## config.mk

```make
export PLATFORM = sky130hd
export DESIGN_NAME = mtfq_cfg_regs_flat
export DESIGN_NICKNAME = d
export VERILOG_FILES = /design/src/hw/rtl/mtfq_pkg.sv /design/src/hw/rtl/mtfq_if.sv /design/src/hw/rtl/mtfq_cfg_regs.sv /design/src/flat_wrapper.sv
export SDC_FILE = /design/constraint.sdc
export NUM_CORES = 1
export LEC_CHECK = 0
export ABC_AREA = 1
export BUFFER_PORTS_ARGS = -buffer_cell sky130_fd_sc_hd__buf_2
export CORE_MARGIN = 2
export CORE_UTILIZATION = 45
export DETAILED_ROUTE_END_ITERATION = 16
export PLACE_DENSITY = 0.68
export SLEW_MARGIN = 20
export SYNTH_ARGS = -nofsm -noshare
export SYNTH_HDL_FRONTEND = slang
export SYNTH_SLANG_ARGS = --single-unit
```

## constraint.sdc

```tcl
create_clock -name clk_i -period 2.65 [get_ports clk_i]
set_clock_uncertainty 0.2 [all_clocks]
set_input_delay 0.53 -clock clk_i [delete_from_list [all_inputs] [get_ports clk_i]]
set_output_delay 0.53 -clock clk_i [all_outputs]
set_load 0.05 [all_outputs]
```

## src/hw/rtl/mtfq_pkg.sv

```systemverilog
// ----------------------------------------------------------------------------
// mtfq_pkg
// Shared types, widths and helpers of the move-to-front rotating queue.
// ----------------------------------------------------------------------------
package mtfq_pkg;

  localparam int unsigned Depth   = 1024;
  localparam int unsigned AddrW   = $clog2(Depth);
  localparam int unsigned LenW    = $clog2(Depth + 1);
  localparam int unsigned IdW     = 32;
  localparam int unsigned CfgIdxW = 8;
  localparam int unsigned CfgW    = 32;

  localparam logic [CfgIdxW-1:0] CfgPopulation = CfgIdxW'(0);
  localparam logic [CfgIdxW-1:0] CfgPlanned    = CfgIdxW'(1);

  localparam logic FuncServe    = 1'b0;
  localparam logic FuncExpedite = 1'b1;

  localparam logic [LenW-1:0]  DepthLen  = LenW'(Depth);
  localparam logic [AddrW-1:0] LastAddr  = AddrW'(Depth - 1);
  localparam logic [CfgW-1:0]  DepthCfg  = CfgW'(Depth);

  typedef enum logic [2:0] {
    ST_FILL,
    ST_IDLE,
    ST_SERVE,
    ST_SEARCH,
    ST_SHIFT,
    ST_FRONT
  } state_e;

  typedef struct packed {
    logic            reload;
    logic            drop_mode;
    logic [LenW-1:0] load_len;
  } cfg_status_t;

  // circular address: base plus offset, offset at most Depth
  function automatic logic [AddrW-1:0] wrap_add(logic [AddrW-1:0] base,
                                                logic [LenW-1:0] off);
    logic [LenW:0] sum;
    sum = (LenW+1)'(base) + (LenW+1)'(off);
    if (sum >= (LenW+1)'(Depth)) begin
      sum = sum - (LenW+1)'(Depth);
    end
    return sum[AddrW-1:0];
  endfunction

  function automatic logic [AddrW-1:0] wrap_dec(logic [AddrW-1:0] base);
    logic [AddrW-1:0] res;
    if (base == '0) begin
      res = LastAddr;
    end else begin
      res = base - AddrW'(1);
    end
    return res;
  endfunction

endpackage

```

## src/hw/rtl/mtfq_if.sv

```systemverilog


interface mtfq_cfg_if;
  logic                         valid;
  logic                         ready;
  logic [mtfq_pkg::CfgIdxW-1:0] index;
  logic [mtfq_pkg::CfgW-1:0]    data;

  modport source (output valid, output index, output data, input ready);
  modport sink   (input valid, input index, input data, output ready);
endinterface

```

## src/hw/rtl/mtfq_cfg_regs.sv

```systemverilog
// ----------------------------------------------------------------------------
// mtfq_cfg_regs
// Population and planned-command registers; derives load length and mode.
// ----------------------------------------------------------------------------
module mtfq_cfg_regs (
  input  logic                  clk_i,
  input  logic                  rst_ni,
  mtfq_cfg_if.sink              cfg_i,
  output mtfq_pkg::cfg_status_t status_o
);

  logic [mtfq_pkg::CfgW-1:0] pop_q, pop_d;
  logic [mtfq_pkg::CfgW-1:0] cmd_q, cmd_d;
  logic [mtfq_pkg::CfgW-1:0] min_pc;
  logic                      wr_acc;

  assign cfg_i.ready = 1'b1;
  assign wr_acc      = cfg_i.valid && cfg_i.ready;

  always_comb begin
    pop_d           = pop_q;
    cmd_d           = cmd_q;
    status_o.reload = 1'b0;
    if (wr_acc) begin
      priority if (cfg_i.index == mtfq_pkg::CfgPopulation) begin
        pop_d           = cfg_i.data;
        status_o.reload = 1'b1;
      end else if (cfg_i.index == mtfq_pkg::CfgPlanned) begin
        cmd_d           = cfg_i.data;
        status_o.reload = 1'b1;
      end else begin
        status_o.reload = 1'b0;
      end
    end

    min_pc = (cmd_q < pop_q) ? cmd_q : pop_q;
    if (min_pc > mtfq_pkg::DepthCfg) begin
      status_o.load_len = mtfq_pkg::DepthLen;
    end else begin
      status_o.load_len = min_pc[mtfq_pkg::LenW-1:0];
    end
    status_o.drop_mode = cmd_q < pop_q;
  end

  always_ff @(posedge clk_i or negedge rst_ni) begin
    if (!rst_ni) begin
      pop_q <= mtfq_pkg::CfgW'(1);
      cmd_q <= mtfq_pkg::CfgW'(1);
    end else begin
      pop_q <= pop_d;
      cmd_q <= cmd_d;
    end
  end

endmodule

```

## src/flat_wrapper.sv

```systemverilog
// flat-port wrapper written by rule: the top's interface ports become plain ports
module mtfq_cfg_regs_flat 
  (clk_i, rst_ni, status_o, cfg_i_valid, cfg_i_index, cfg_i_data, cfg_i_ready);
  mtfq_cfg_if cfg_i_i ();
  input  logic clk_i;
  input  logic rst_ni;
  output mtfq_pkg::cfg_status_t status_o;
  input wire logic [$bits(cfg_i_i.valid)-1:0] cfg_i_valid;
  input wire logic [$bits(cfg_i_i.index)-1:0] cfg_i_index;
  input wire logic [$bits(cfg_i_i.data)-1:0] cfg_i_data;
  output wire logic [$bits(cfg_i_i.ready)-1:0] cfg_i_ready;
  assign cfg_i_i.valid = cfg_i_valid;
  assign cfg_i_i.index = cfg_i_index;
  assign cfg_i_i.data = cfg_i_data;
  assign cfg_i_ready = cfg_i_i.ready;
  mtfq_cfg_regs u_core (.clk_i(clk_i), .rst_ni(rst_ni), .cfg_i(cfg_i_i), .status_o(status_o));
endmodule
```

==> summary.md <==
| Metric | Value |
|---|---|
| Commonest cells post-synth | `123 x nand2_1, 76 x inv_1, 64 x o21ai_0, 62 x dfrtp_1, 31 x ha_1` |
| Worst-Skew Late Latency | `~0.34 ns` |
| Ratio of cells with drive above 1 in the final layout | `a little under two fifths` |
| Syn-to-layout area delta | `49.0%` |
| Main flop type after synthesis | `dfrtp_1` |
| Placed Cells | `680` |
| Total GRT Usage | `roughly 22%` |
| Site Rows | `32` |
| Via Count | `3535` |
| Measured slew at the worst slew-check pin | `0.584 ns` |
| GR Overflow Total | `0` |
| YS warnings | `0` |
| Top sig layer | `met4` |
| Max Freq | `between 0.2 and 0.3 GHz` |
| Clock Path Buffers | `2` |
| First-pass GRT wire length | `14900 um` |
| DRC viols | `0` |
| First element of the critical path | `u_core.pop_q[19]` |
| ANT nets after route | `0` |
| R2R Path End | `u_core.pop_q[29]` |
| Critical Path RT | `1.92 ns` |
| Final Instance Area | `0.00536 mm^2` |
| Total Power | `slightly below 0.004 W` |
| Failing checks | `negative setup slack` |
| TNS Setup | `-10.26 ns` |
| DP Area | `0.00471 mm^2` |
| Final weighted congestion in routability-driven placement | `0.831` |
| Slew HR | `61.1%` |
| Synth cell types | `28` |
| Max-cap violations | `0` |
| Mapped Nets | `530` |
| Most common cell in the synthesized netlist | `nand2_1` |
| Yosys top cell area share | `~43%` |
| Nets@finish | `about 680` |
| Crit Path Class | `reg -> out` |
| Post-Synth Adder-Cell Area | `between 10% and 20%` |
| Worst vdd ir | `approximately 0.00034 V` |
| HP Class | `in -> reg` |
| Number of synthesized flops with an enable pin | `0` |
| Max FO, Critical Path | `5` |
| Number of buffers added on ports | `55` |
| Detail Route met3 WL | `around 380 um` |
| Initial core utilization | `46.6%` |
| Static leakage | `2.76 nW` |
| Slew Limit Fails | `0` |
| Critical Path End Type | `primary output` |
| Reg2reg start | `u_core.pop_q[29]` |
| Crit-path slowest cell | `dfrtp_1` |
| Pwr/cell area | `around 740 mW/mm^2` |
| XOR/XNOR Fraction of Synth Area | `0%` |
| Non-filler cells, final | `approximately 700` |
| Vias in the first global route | `roughly 3400` |
| Final hold viol count | `0` |
| Status | `finished, violations left` |
| Startpoint Class | `flop` |
| Async set-or-reset flop fraction in the synthesized netlist | `100%` |
| #FFs+latches synth | `64` |
| Pre-CTS setup slack | `-0.725 ns` |
| Fin crit share | `136%` |
| CTS tree | `built` |
| Fraction of the mapped netlist area in simple logic gates | `20.5%` |
| Critical path, cell by cell | `inv_1, ha_4, a21oi_2, o21ai_1, nand2_1, a21oi_4, nor2_4, buf_6, nand3b_1, nand2_1, nand2_1, nor2_4, nand3_4, buf_12, a21oi_4, buf_6` |
| H-tree depth | `3` |
| Largest net degree at the start of global routing | `65` |
| Met1 WL | `about 3800 um` |
| Die Ht | `93.4 um` |
| Post-DR wirelength/cell | `13.1 um` |
| Sequential share of the synthesized area | `roughly 45%` |
| Post-Route WL | `just over 9000 um` |
| Io pins | `57` |
| DR pass1 iterations | `5` |
| Clk root buf | `clkbuf_8` |
| DR iter-0 viols | `165` |
| Synth Area in Compound Gates | `13.8%` |
| Min cycle time layout | `around 3.6 ns` |
| Initial antenna violation count | `0` |
| Core Area | `0.00773 mm^2` |
| Main area contributors after synthesis | `dfrtp_1 43%, nand2_1 13%, ha_1 11%` |
| CP dominant cell by count | `nand2_1` |
| Synthesized area per cell | `roughly 7.9 um^2` |
| Fin worst setup slack | `-0.951 ns` |
| Flop2flop setup slack | `1.41 ns` |
| Die area | `0.00873 mm^2` |
| CP arrival | `2.87 ns` |
| Antenna Cells | `0` |
| Portion of netlist area occupied by mux cells | `0%` |
| Num CTS Buffers | `9` |
| R2R depth | `5` |
| Vias per inst | `between 4 and 5` |
| Slowest stage delay, CP | `0.38 ns` |
| Worst-path clk slew | `0.06 ns` |
| Routed wl met2 | `4890 um` |
| Sink Count | `64` |
| Worst setup path end | `status_o[5]` |
| HPWL Detailed | `6220 um` |
| Area leader, netlist | `dfrtp_1` |
| Setup violators final | `12` |
| Mapped cell area | `between 0.003 and 0.004 mm^2` |
| Post-Synthesis Cells | `456` |
| Combinational family with the most area after synthesis | `simple AND/OR/NAND/NOR gates` |
| Die width | `93.4 um` |
| RSZ-0062 raised after global routing | `true` |
## cells in the final DEF, fill, tap and decap left out, types with 4 or more instances in the layout
cell type	n
nor2_1	8
buf_2	43
nand2_1	111
o21ai_0	61
a21oi_2	7
nor4_1	6
dfrtp_1	62
nor2_2	4
a21oi_1	7
nand2_2	11
ha_4	10
a21oi_4	12
buf_4	87
nand3b_1	8
nand4_1	5
clkbuf_8	11
o21ai_1	7
inv_2	9
buf_6	15
nor3_1	4
inv_1	68
ha_1	21
## power breakdown
part	switching [W]	internal, W	total [W]
registers	0.0000313	0.00102	0.00106
clock network	0.000371	0.000483	0.000855
logic	0.00117	0.000875	0.00205
## metrics by stage
| step | hold WS, ns | util (%) |
|---|---|---|
| floorplan | 0.0344 | - |
| global placement | 0.264 | 61.0 |
| detailed placement | 0.271 | 61.0 |
| CTS | 0.190 | 66.0 |
| global route | 0.221 | 69.4 |
| finish | 0.202 | 69.4 |
## critical path: cells and delay by family, from the launching register on
| family | cells | cell delay [ns] |
|---|---|---|
| AND/OR/NAND/NOR | 7 | 0.86 |
| adder cells (fa/ha/maj) | 1 | 0.21 |
| flip-flops | 1 | 0.38 |
| buffers and inverters | 4 | 0.59 |
| AO/OA/AOI/OAI | 4 | 0.47 |
## worst min path at each step
stage | start | end | slack (ns) | depth (start not counted)
2_1_floorplan | rst_ni | u_core.cmd_q[10] | 0.03 | 0
3_3_place_gp | u_core.cmd_q[0] | u_core.cmd_q[0] | 0.26 | 2
3_5_place_dp | u_core.cmd_q[0] | u_core.cmd_q[0] | 0.27 | 2
4_1_cts | cfg_i_data[0] | u_core.cmd_q[0] | 0.19 | 3
5_1_grt | cfg_i_data[0] | u_core.cmd_q[0] | 0.22 | 3
6_report | cfg_i_data[0] | u_core.cmd_q[0] | 0.20 | 3
## layer usage
metal,vias to the layer above,global-route usage [%]
met2,90,37.0
met4,0,8.82
li1,1760,-
met1,1664,27.4
met5,-,0
met3,21,3.14
## sequential cells by signal (all words and copies together), names as in the netlist
register      flops
u_core.pop_q     32
u_core.cmd_q     32
## cell type report
cell class                 count  area (um^2)
fill                         633         2370
multi-input combinational    299         1990
sequential                    64         1600
timing repair buffer         151         1150
inverter                      77          289
clock buffer                  13          159
tap                          102          128
clock inverter                 3         40.0
## cells by family after synthesis
logic type | Yosys count
simple gates | 169
compound gates | 97
buf+inv | 94
flops | 64
fa+ha+maj | 31
other cells | 1
## timing repair
action | in CTS | in global routing
setup endpoints to repair | 12 | 12
buffers inserted | 3 | 6
resized for setup | 37 | 45
pin swaps | 6 | 27
hold endpoints to repair | 18 | 0
gates cloned | 3 | 0
hold buffers | 1 | 0
Note: power is estimated with default switching activity, not from simulation.
